File: src/rtl/cpag_ram.sv
// Generic single-port-write, single-port-read RAM with a registered read.
// Width and depth are parameters. Depends on nothing else.
module cpag_ram #(
    parameter int WIDTH = 8,
    parameter int DEPTH = 16
) (
    input  logic                     clk,
    input  logic                     we,
    input  logic [$clog2(DEPTH)-1:0] waddr,
    input  logic [WIDTH-1:0]         wdata,
    input  logic                     re,
    input  logic [$clog2(DEPTH)-1:0] raddr,
    output logic [WIDTH-1:0]         rdata
);

    logic [WIDTH-1:0] mem [DEPTH];
    logic [WIDTH-1:0] rdata_reg;

    // Write port and registered read port.
    always_ff @(posedge clk)
    begin
        if (we)
        begin
            mem[waddr] <= wdata;
        end
        if (re)
        begin
            rdata_reg <= mem[raddr];
        end
    end

    assign rdata = rdata_reg;

endmodule

File: config.mk
export PLATFORM = sky130hd
export DESIGN_NAME = cpag_ram
export DESIGN_NICKNAME = d
export VERILOG_FILES = /design/src/rtl/cpag_ram.sv
export SDC_FILE = /design/constraint.sdc
export NUM_CORES = 1
export LEC_CHECK = 0
export BUFFER_PORTS_ARGS = -buffer_cell sky130_fd_sc_hd__buf_2
export CAP_MARGIN = 25
export CORE_AREA = 3 3 92 115
export CTS_CLUSTER_DIAMETER = 120
export DETAILED_ROUTE_END_ITERATION = 6
export DIE_AREA = 0 0 95 118
export PLACE_DENSITY = 0.72
export SYNTH_ARGS = -nofsm -noshare
export SYNTH_HDL_FRONTEND = slang
export SYNTH_SLANG_ARGS = --single-unit
File: constraint.sdc
create_clock -name clk -period 4.19 [get_ports clk]
set_clock_uncertainty 0.1 [all_clocks]
set_input_delay 0.419 -clock clk [delete_from_list [all_inputs] [get_ports clk]]
set_output_delay 0.419 -clock clk [all_outputs]
set_load 0.005 [all_outputs]
* Word level (Yosys, flattened, before mapping)
Memory sizes are Yosys's and may differ from the RTL's. A register that Yosys moved wholly into a read port is not among the register bits. Index checks and enable logic that the tools add are counted.
Storage, ports and cells: RAM bits 128, output and inout bits 8, memories 1, flip-flop bits (word level) 0, logic and storage cells 3
Cells by class: multiplexer cells 2
Memory list:
- mem | depth 16, bits a word 8, rd ports 1, clocked after Yosys merged registers in 1, wr ports 1, line 16 | logic [WIDTH-1:0] mem [DEPTH];
Operators by type and width (number):
- $mux W1 | 2

* Depth between registers and ports, before layout
Gate-level depths: netlist of the first run.
depth in word-level cells 2, depth in mapped cells 5, gate-level depth less buffers 3

* Worst setup path before layout of the first run
Ideal clock, no wire load.
kind input -> register, start point input port waddr[2], end point memory mem[0][0] (enable), setup slack 2.178 ns, stages 2, path buffers 0, setup time 0.383 ns, required time 3.707 ns, arrival 1.529 ns, path through or3b_2 > nor3_1
RTL lines:
- start: declaration | line 9 | input logic [$clog2(DEPTH)-1:0] waddr,
- end: declaration | line 16
No word-level cell before the write port.

==> impl_metrics.json, run 1 <==
{
  "outcome": "completed",
  "fp.dieArea_sq_mm": 0.01121,
  "synthTopCellsByCount": "edfxtp_1 (136), mux4_2 (18), a22oi_1 (16)",
  "finalCriticalPeriod_ns": 1.958,
  "yosysTopAreaCell": "edfxtp_1",
  "crit_path_max_fanout": 20,
  "path_clk_slew_ns": 0.06,
  "synth_adder_area_share_pct": 0,
  "ys_ff_latch": 136,
  "clk-insertion-delay-late_ns": 0.41,
  "clock_path_buffers": 2,
  "cts_setup_buffers": 0,
  "synthCells": 229,
  "critPathCaptureType": "flip-flop",
  "cp-start-kind": "primary input",
  "drc": 0,
  "largest_reg_flops": 128,
  "drv_slew": 0,
  "coreArea_sq_mm": 0.009659,
  "r2r-end": "rdata[5]",
  "post_drt_via_cell_ratio": 5.901,
  "r2r_cells": 3,
  "synthSimpleGateAreaFrac_pct": 3.135,
  "synth_top_family_by_area": "multiplexers",
  "syn_avg_cell_area_sq_um": 22.83,
  "yosysTopAreaCellShare_pct": 78.12,
  "worst_pin_slew_ns": 0.9375,
  "reg2reg_from": "mem[1][5]",
  "gp_congestion": 0.7790,
  "drt_first_pass_iters": 5,
  "drive_gt1_share_pct": 27.14,
  "rsz0062_at_grt": "false",
  "fin_total_pwr_uw": 3000,
  "r2r_setup_slack_ns": 2.58,
  "clockRootBuffer": "clkbuf_16",
  "dieHeight_microns": 118,
  "synth_area_leaders": "edfxtp_1 (78%), mux4_2 (7.8%), mux4_1 (7.0%)",
  "core.rowCount": 40,
  "synthFlopType": "edfxtp_1",
  "antenna_found_initial": 0,
  "cp.arrival_ns": 2.01,
  "syn-cell-area_sq_mm": 0.005228,
  "cts_tree": "done",
  "hold_violations": 0,
  "fin_util_pct": 62.27,
  "nets": 286,
  "critPathLaunch": "raddr[0]",
  "final_cells": 406,
  "critical_path_class": "in -> reg",
  "tns_ns": 0,
  "nFillCells": 669,
  "p_leak_uw": 0.001973,
  "relSlewSlack_pct": 37.27,
  "antenna_cells": 0,
  "vias": 2396,
  "syn_nets": 248,
  "p_per_area_mw_per_mm2": 498.8,
  "start_util_pct": 54.12,
  "synth_warnings": 0,
  "first_global_vias": 2490,
  "portBuffers": 26,
  "critPathRequiredTime_ns": 4.24,
  "min_path_type": "in -> reg",
  "area_growth_syn_to_layout_pct": 15.06,
  "timing.fmax_ghz": 0.5108,
  "ios": 27,
  "die_w_microns": 95,
  "seqCellArea_sq_mm": 0.004084,
  "ctsHoldBuffers": 0,
  "grt_max_degree": 33,
  "synth-xor-area-share_pct": 0,
  "dpl.cell_count": 374,
  "htree_num_levels": 4,
  "fin_crit_sh_pct": 46.72,
  "finalSetupViolCount": 0,
  "drt_iter0_markers": 178,
  "dpl.hpwl_microns": 5876,
  "grt-ovfl-total": 0,
  "async_reset_ff_share_pct": 0,
  "post_drt_wl_per_cell_microns": 23.00,
  "peakVddDrop_mv": 0.4382,
  "synth_compound_area_share_pct": 2.298,
  "synth-edff-count": 136,
  "whs_path_depth": 1,
  "cts_buffers": 17,
  "clock_sinks": 136,
  "grt.total_usage_pct": 18.96,
  "multiInputGateArea_sq_mm": 0.001067,
  "final_antenna_net_count": 0,
  "grt_pass1_wl_microns": 14730,
  "postCtsResizedCells": 0,
  "synthMostInstantiatedCell": "edfxtp_1",
  "worstSetupEndpoint": "rdata[3]",
  "cap_violations": 0,
  "muxShareOfSynthArea_pct": 14.79,
  "drt_wl_total_microns": 9336,
  "yosysSeqAreaShare_pct": 78.12,
  "synth_cell_types": 18
}
-- layout by cell type (no fill, tap or decap), types with 2 or more instances in the layout --
cell type	instances
a22oi_1	16
buf_2	26
buf_4	2
clkbuf_1	2
clkbuf_16	17
clkinv_1	4
clkinv_4	2
clkinvlp_4	6
edfxtp_1	136
mux4_1	14
mux4_2	18
nand2_1	9
nand2b_1	2
nand3b_1	2
nor2_1	13
nor3_1	2
nor3_2	2
-- cell type report --
cell class	count	share of cell area, %
Multi-Input combinational cell	83	17.74
Sequential cell	136	67.90
Clock buffer	19	7.198
Clock inverter	13	1.789
Timing Repair Buffer	29	2.746
Tap cell	126	2.621
-- layer usage --
metal | up-vias | track usage, % | wire length [microns]
met2 | 99 | 29.16 | 4848
met1 | 1225 | 25.53 | 3802
met5 | - | 0 | 0
li1 | 1062 | - | -
met3 | 10 | 5.946 | 548
met4 | 0 | 7.130 | 137
-- power breakdown --
group | switching [uW] | internal, uW
Sequential | 7.12 | 1530
Clock | 522 | 806
Combinational | 75.9 | 54.9
Total | 605 | 2400
-- cells by family after synthesis --
group,after synthesis
flops,136
simple gates,35
mux,32
compound gates,16
buf+inv,10
-- critical path, cell delays in order --
cell and delay [ns]:
buf_2 0.40, buf_12 0.26, mux4_1 0.57, a22oi_1 0.28, nand2_1 0.08
-- stage by stage --
| step | worst slack, ns | hold slack (ns) | cell area, sq um |
|---|---|---|---|
| 2_1_floorplan | 2.178 | 0.4179 | 5228 |
| 3_3_place_gp | 1.492 | 0.6263 | 5454 |
| 3_5_place_dp | 1.779 | 0.6433 | 5474 |
| 4_1_cts | 2.218 | 0.2560 | 6015 |
| 5_1_grt | 2.100 | 0.2516 | 6015 |
| 6_report | 2.232 | 0.2715 | 6015 |
-- worst min-delay path by stage --
| stage | to | slack (ns) | startpoint |
|---|---|---|---|
| 6_report | rdata[0] | 0.27 | re |
| 5_1_grt | rdata[0] | 0.25 | re |
| 4_1_cts | rdata[2] | 0.26 | re |
| 3_5_place_dp | rdata[2] | 0.64 | mem[11][2] |
| 3_3_place_gp | rdata[1] | 0.63 | mem[11][1] |
| 2_1_floorplan | mem[0][0] | 0.42 | wdata[0] |
Power figures use the tool's default switching activity.
==> inputs of run 2 (changes only) <==
--- a/config.mk
+++ b/config.mk
@@ -7,11 +7,11 @@
 export LEC_CHECK = 0
 export BUFFER_PORTS_ARGS = -buffer_cell sky130_fd_sc_hd__buf_2
 export CAP_MARGIN = 25
-export CORE_AREA = 3 3 92 115
+export CORE_AREA = 3 3 93 117
 export CTS_CLUSTER_DIAMETER = 120
 export DETAILED_ROUTE_END_ITERATION = 6
-export DIE_AREA = 0 0 95 118
-export PLACE_DENSITY = 0.72
+export DIE_AREA = 0 0 96 120
+export PLACE_DENSITY = 0.73
 export SYNTH_ARGS = -nofsm -noshare
 export SYNTH_HDL_FRONTEND = slang
 export SYNTH_SLANG_ARGS = --single-unit
==> constraint.sdc (replaced) <==
create_clock -name clk -period 1.8 [get_ports clk]
set_clock_uncertainty 0.1 [all_clocks]
set_input_delay 0.18 -clock clk [delete_from_list [all_inputs] [get_ports clk]]
set_output_delay 0.18 -clock clk [all_outputs]
set_load 0.005 [all_outputs]
==> impl_metrics.json, run 2 (synthesis results as in run 1) <==
{
  "worst_pin_slew_ns": 0.4431,
  "fp.dieArea_sq_mm": 0.01152,
  "final_common_cell": "edfxtp_1",
  "r2r_setup_slack_ns": 0.24,
  "antenna_cells": 0,
  "crit_path_max_fanout": 1,
  "rsz0062_at_grt": "false",
  "use_met1_pct": 25.62,
  "grt-ovfl-total": 0,
  "finalSetupViolCount": 0,
  "relSlewSlack_pct": 70.46,
  "htree_num_levels": 4,
  "p_leak_uw": 0.002145,
  "p_per_area_mw_per_mm2": 1191,
  "area_growth_syn_to_layout_pct": 19.82,
  "cts_tree": "done",
  "first_global_vias": 2625,
  "vias": 2467,
  "critPathRequiredTime_ns": 1.85,
  "final_antenna_net_count": 0,
  "drv_slew": 0,
  "timing.fmax_ghz": 0.6410,
  "drt_wl_total_microns": 9862,
  "grt.total_usage_pct": 19.43,
  "met2_usage_pct": 31.19,
  "finalCriticalPeriod_ns": 1.560,
  "drt_first_pass_iters": 4,
  "die_w_microns": 96,
  "drive_gt1_share_pct": 32.23,
  "start_util_pct": 52.26,
  "portBuffers": 26,
  "postCtsResizedCells": 0,
  "cts_setup_buffers": 0,
  "path_clk_slew_ns": 0.06,
  "cp.arrival_ns": 1.61,
  "holdWs_ns": 0.05743,
  "clock_path_buffers": 2,
  "post_drt_wl_per_cell_microns": 22.93,
  "cts_buffers": 17,
  "clockRootBuffer": "clkbuf_16",
  "dpl.hpwl_microns": 6598,
  "outcome": "completed",
  "ios": 27,
  "fin_util_pct": 62.61,
  "nets": 307,
  "post_drt_via_cell_ratio": 5.737,
  "use_met3_pct": 5.580,
  "clock_sinks": 136,
  "ctsHoldBuffers": 0,
  "grt_max_degree": 17,
  "largest_reg_flops": 128,
  "dieHeight_microns": 120,
  "drc": 0,
  "critPathCaptureType": "flip-flop",
  "drt_iter0_markers": 237,
  "critical_path_class": "reg -> reg",
  "min_path_type": "in -> reg",
  "design_area_sq_mm": 0.006264,
  "clk-insertion-delay-late_ns": 0.41,
  "cap_violations": 0,
  "final_cell_mix": "edfxtp_1 (136), buf_2 (26), buf_4 (21)",
  "peakVddDrop_mv": 0.9592,
  "grt.busiest_layer": "met2",
  "tns_ns": 0,
  "core.rowCount": 41,
  "coreArea_sq_mm": 0.01000,
  "grt_pass1_wl_microns": 15530,
  "hold_violations": 0,
  "antenna_found_initial": 0,
  "placed_area_sq_mm": 0.005650,
  "cp-start-kind": "flip-flop",
  "gp_congestion": 0.7443,
  "fin_crit_sh_pct": 86.67
}
==> run 2: changes by cell type in the layout (fill, tap and decap cells not counted), sizes merged <==
cell / delta
buf: +21
bufinv: +3
clkbuf: +1
clkinv: +1
clkinvlp: -5
==> run 2: worst paths after layout <==
path | to | from | depth (start not counted)
hold reg to reg | rdata[4] | mem[15][4] | 3
setup reg to reg | rdata[4] | mem[3][4] | 3
setup / recovery | rdata[4] | mem[3][4] | 3
hold / removal | mem[7][6] | wdata[6] | 1
==> run 2: layer usage <==
layer	up-vias	part of all wire [%]
met3	9	5.9
met1	1260	40
met5	-	0
li1	1102	-
met4	0	1.1
met2	96	53
==> run 2: critical path, stage by stage, from the launching register on <==
cell and delay [ns]:
edfxtp_1 0.36, mux4_2 0.47, a22oi_1 0.29, nand2_1 0.08
==> run 2: metrics by stage <==
step	power (uW)	instances	setup slack, ns
4_1_cts	7530	430	0.2218
3_5_place_dp	3988	398	0.003095
3_3_place_gp	3974	398	-0.007320
5_1_grt	7703	430	0.1372
2_1_floorplan	3829	229	0.02713
6_report	7462	430	0.2400
==> run 2: where the power goes <==
part           total [uW]  internal, uW  switching, uW
clock                3540          2310           1230
combinational         331           148            183
sequential           3590          3570           19.3
total                7460          6030           1430
==> run 2: cell type report <==
cell class                 instances  area, sq um
fill                             697         3740
tap                              129        161.4
timing repair buffer              50        347.8
clock inverter                    12        176.4
clock buffer                      20        436.7
multi-input combinational         83         1057
sequential                       136         4084
==> inputs of run 3 (changes only) <==
--- a/config.mk
+++ b/config.mk
@@ -7,11 +7,11 @@
 export LEC_CHECK = 0
 export BUFFER_PORTS_ARGS = -buffer_cell sky130_fd_sc_hd__buf_2
 export CAP_MARGIN = 25
-export CORE_AREA = 3 3 93 117
+export CORE_AREA = 3 3 98 123
 export CTS_CLUSTER_DIAMETER = 120
 export DETAILED_ROUTE_END_ITERATION = 6
-export DIE_AREA = 0 0 96 120
-export PLACE_DENSITY = 0.73
+export DIE_AREA = 0 0 101 126
+export PLACE_DENSITY = 0.66
 export SYNTH_ARGS = -nofsm -noshare
 export SYNTH_HDL_FRONTEND = slang
 export SYNTH_SLANG_ARGS = --single-unit
==> impl_metrics.json, run 3 (synthesis results as in run 1) <==
{
  "outcome": "completed",
  "min_path_type": "in -> reg",
  "fp.dieArea_sq_mm": 0.01273,
  "antenna_cells": 0,
  "post_drt_via_cell_ratio": 5.624,
  "grt.total_usage_pct": 17.60,
  "p_per_area_mw_per_mm2": 1239,
  "dieHeight_microns": 126,
  "critPathRequiredTime_ns": 1.85,
  "peakVddDrop_mv": 0.7133,
  "crit_chain": "mux4_1, a22oi_1, nand2_1",
  "post_drt_wl_per_cell_microns": 22.94,
  "worst-path-buf-inv": 0,
  "drt_first_pass_iters": 4,
  "r2r_setup_slack_ns": 0.25,
  "final_cell_mix": "edfxtp_1 (136), buf_2 (26), buf_4 (24)",
  "cpPeakStageDelay_ns": 0.57,
  "cp-start-kind": "flip-flop",
  "fin_crit_sh_pct": 85.94,
  "timing.fmax_ghz": 0.6464,
  "htree_num_levels": 4,
  "cp.arrival_ns": 1.60,
  "drt_wl_total_microns": 10070,
  "cts_buffers": 17,
  "critical_path_class": "reg -> reg",
  "vias": 2469,
  "cp_top_family": "multiplexers",
  "final_common_cell": "edfxtp_1",
  "path_clk_slew_ns": 0.06,
  "portBuffers": 26,
  "die_w_microns": 101,
  "placed_area_sq_mm": 0.005680,
  "design_area_sq_mm": 0.006361,
  "start_util_pct": 47.17,
  "coreArea_sq_mm": 0.01108,
  "ctsHoldBuffers": 0,
  "finalCriticalPeriod_ns": 1.547,
  "hold_violations": 0,
  "largest_reg_flops": 128,
  "drv_slew": 0,
  "p_leak_uw": 0.002192,
  "tns_ns": 0,
  "drc": 0,
  "drt_iter0_markers": 199,
  "clockRootBuffer": "clkbuf_16",
  "critPathCaptureType": "flip-flop",
  "grt_pass1_wl_microns": 15860,
  "relSlewSlack_pct": 69.61,
  "core.rowCount": 43,
  "grt-ovfl-total": 0,
  "nets": 310,
  "first_global_vias": 2597,
  "grt_max_degree": 33,
  "critPathSlowestCell": "mux4_1",
  "gp_congestion": 0.7522,
  "clock_path_buffers": 2,
  "cts_tree": "done",
  "drive_gt1_share_pct": 32.89,
  "cts_setup_buffers": 0,
  "postCtsResizedCells": 0,
  "crit_path_max_fanout": 1,
  "cap_violations": 0,
  "dpl.hpwl_microns": 6466,
  "final_antenna_net_count": 0,
  "clk-insertion-delay-late_ns": 0.41,
  "area_growth_syn_to_layout_pct": 21.68,
  "rsz0062_at_grt": "false",
  "antenna_found_initial": 0,
  "worst_pin_slew_ns": 0.4559,
  "clock_sinks": 136,
  "ios": 27,
  "finalSetupViolCount": 0
}
[run 3: cell count changes in the layout (fill, tap and decap cells not counted), sizes merged]
cell    previous run  this run
buf               50        53
bufinv             4         7
clkbuf            20        18
clkinv             7         5
inv                0         1
[run 3: routing by layer]
metal,GRT usage [%],part of all wire [%],vias to the layer above
met3,5.540,6.5,9
met4,5.634,0.91,0
met5,0,0,-
li1,-,-,1104
met2,26.75,52,82
met1,24.50,41,1274
[run 3: final timing paths]
kind / start / cells after the start / to
worst min register to register: mem[12][7] / 3 / rdata[7]
worst min-delay path: re / 1 / rdata[6]
worst max-delay path: mem[5][0] / 3 / rdata[0]
worst max register to register: mem[5][0] / 3 / rdata[0]
[run 3: final cells by class]
cell class              count  area (sq um)
clock buffers              18         429.2
repair buffers             53         370.4
well taps                 135         168.9
flip-flops and latches    136          4084
clock inverters            14         251.5
multi-input cells          83          1057
fillers                   814          4722
[run 3: through the flow]
stage / hold WS (ns) / utilization (%) / power (uW) / setup WS [ns] / cells
3_3_place_gp: 0.4617 / 51.25 / 3985 / -0.06827 / 407
4_1_cts: 0.02368 / 57.39 / 7939 / 0.2485 / 439
2_1_floorplan: 0.1789 / - / 3829 / 0.02713 / 229
3_5_place_dp: 0.4566 / 51.25 / 3994 / -0.02314 / 407
6_report: 0.03392 / 57.39 / 7881 / 0.2530 / 439
5_1_grt: 0.01858 / 57.39 / 8133 / 0.2065 / 439
[run 3: where the power goes]
| group | leakage (uW) | internal [uW] | switching (uW) | total [uW] |
|---|---|---|---|---|
| Clock | 0.000327 | 2720 | 1230 | 3960 |
| Combinational | 0.000629 | 151 | 185 | 335 |
| Sequential | 0.00124 | 3570 | 17.6 | 3590 |
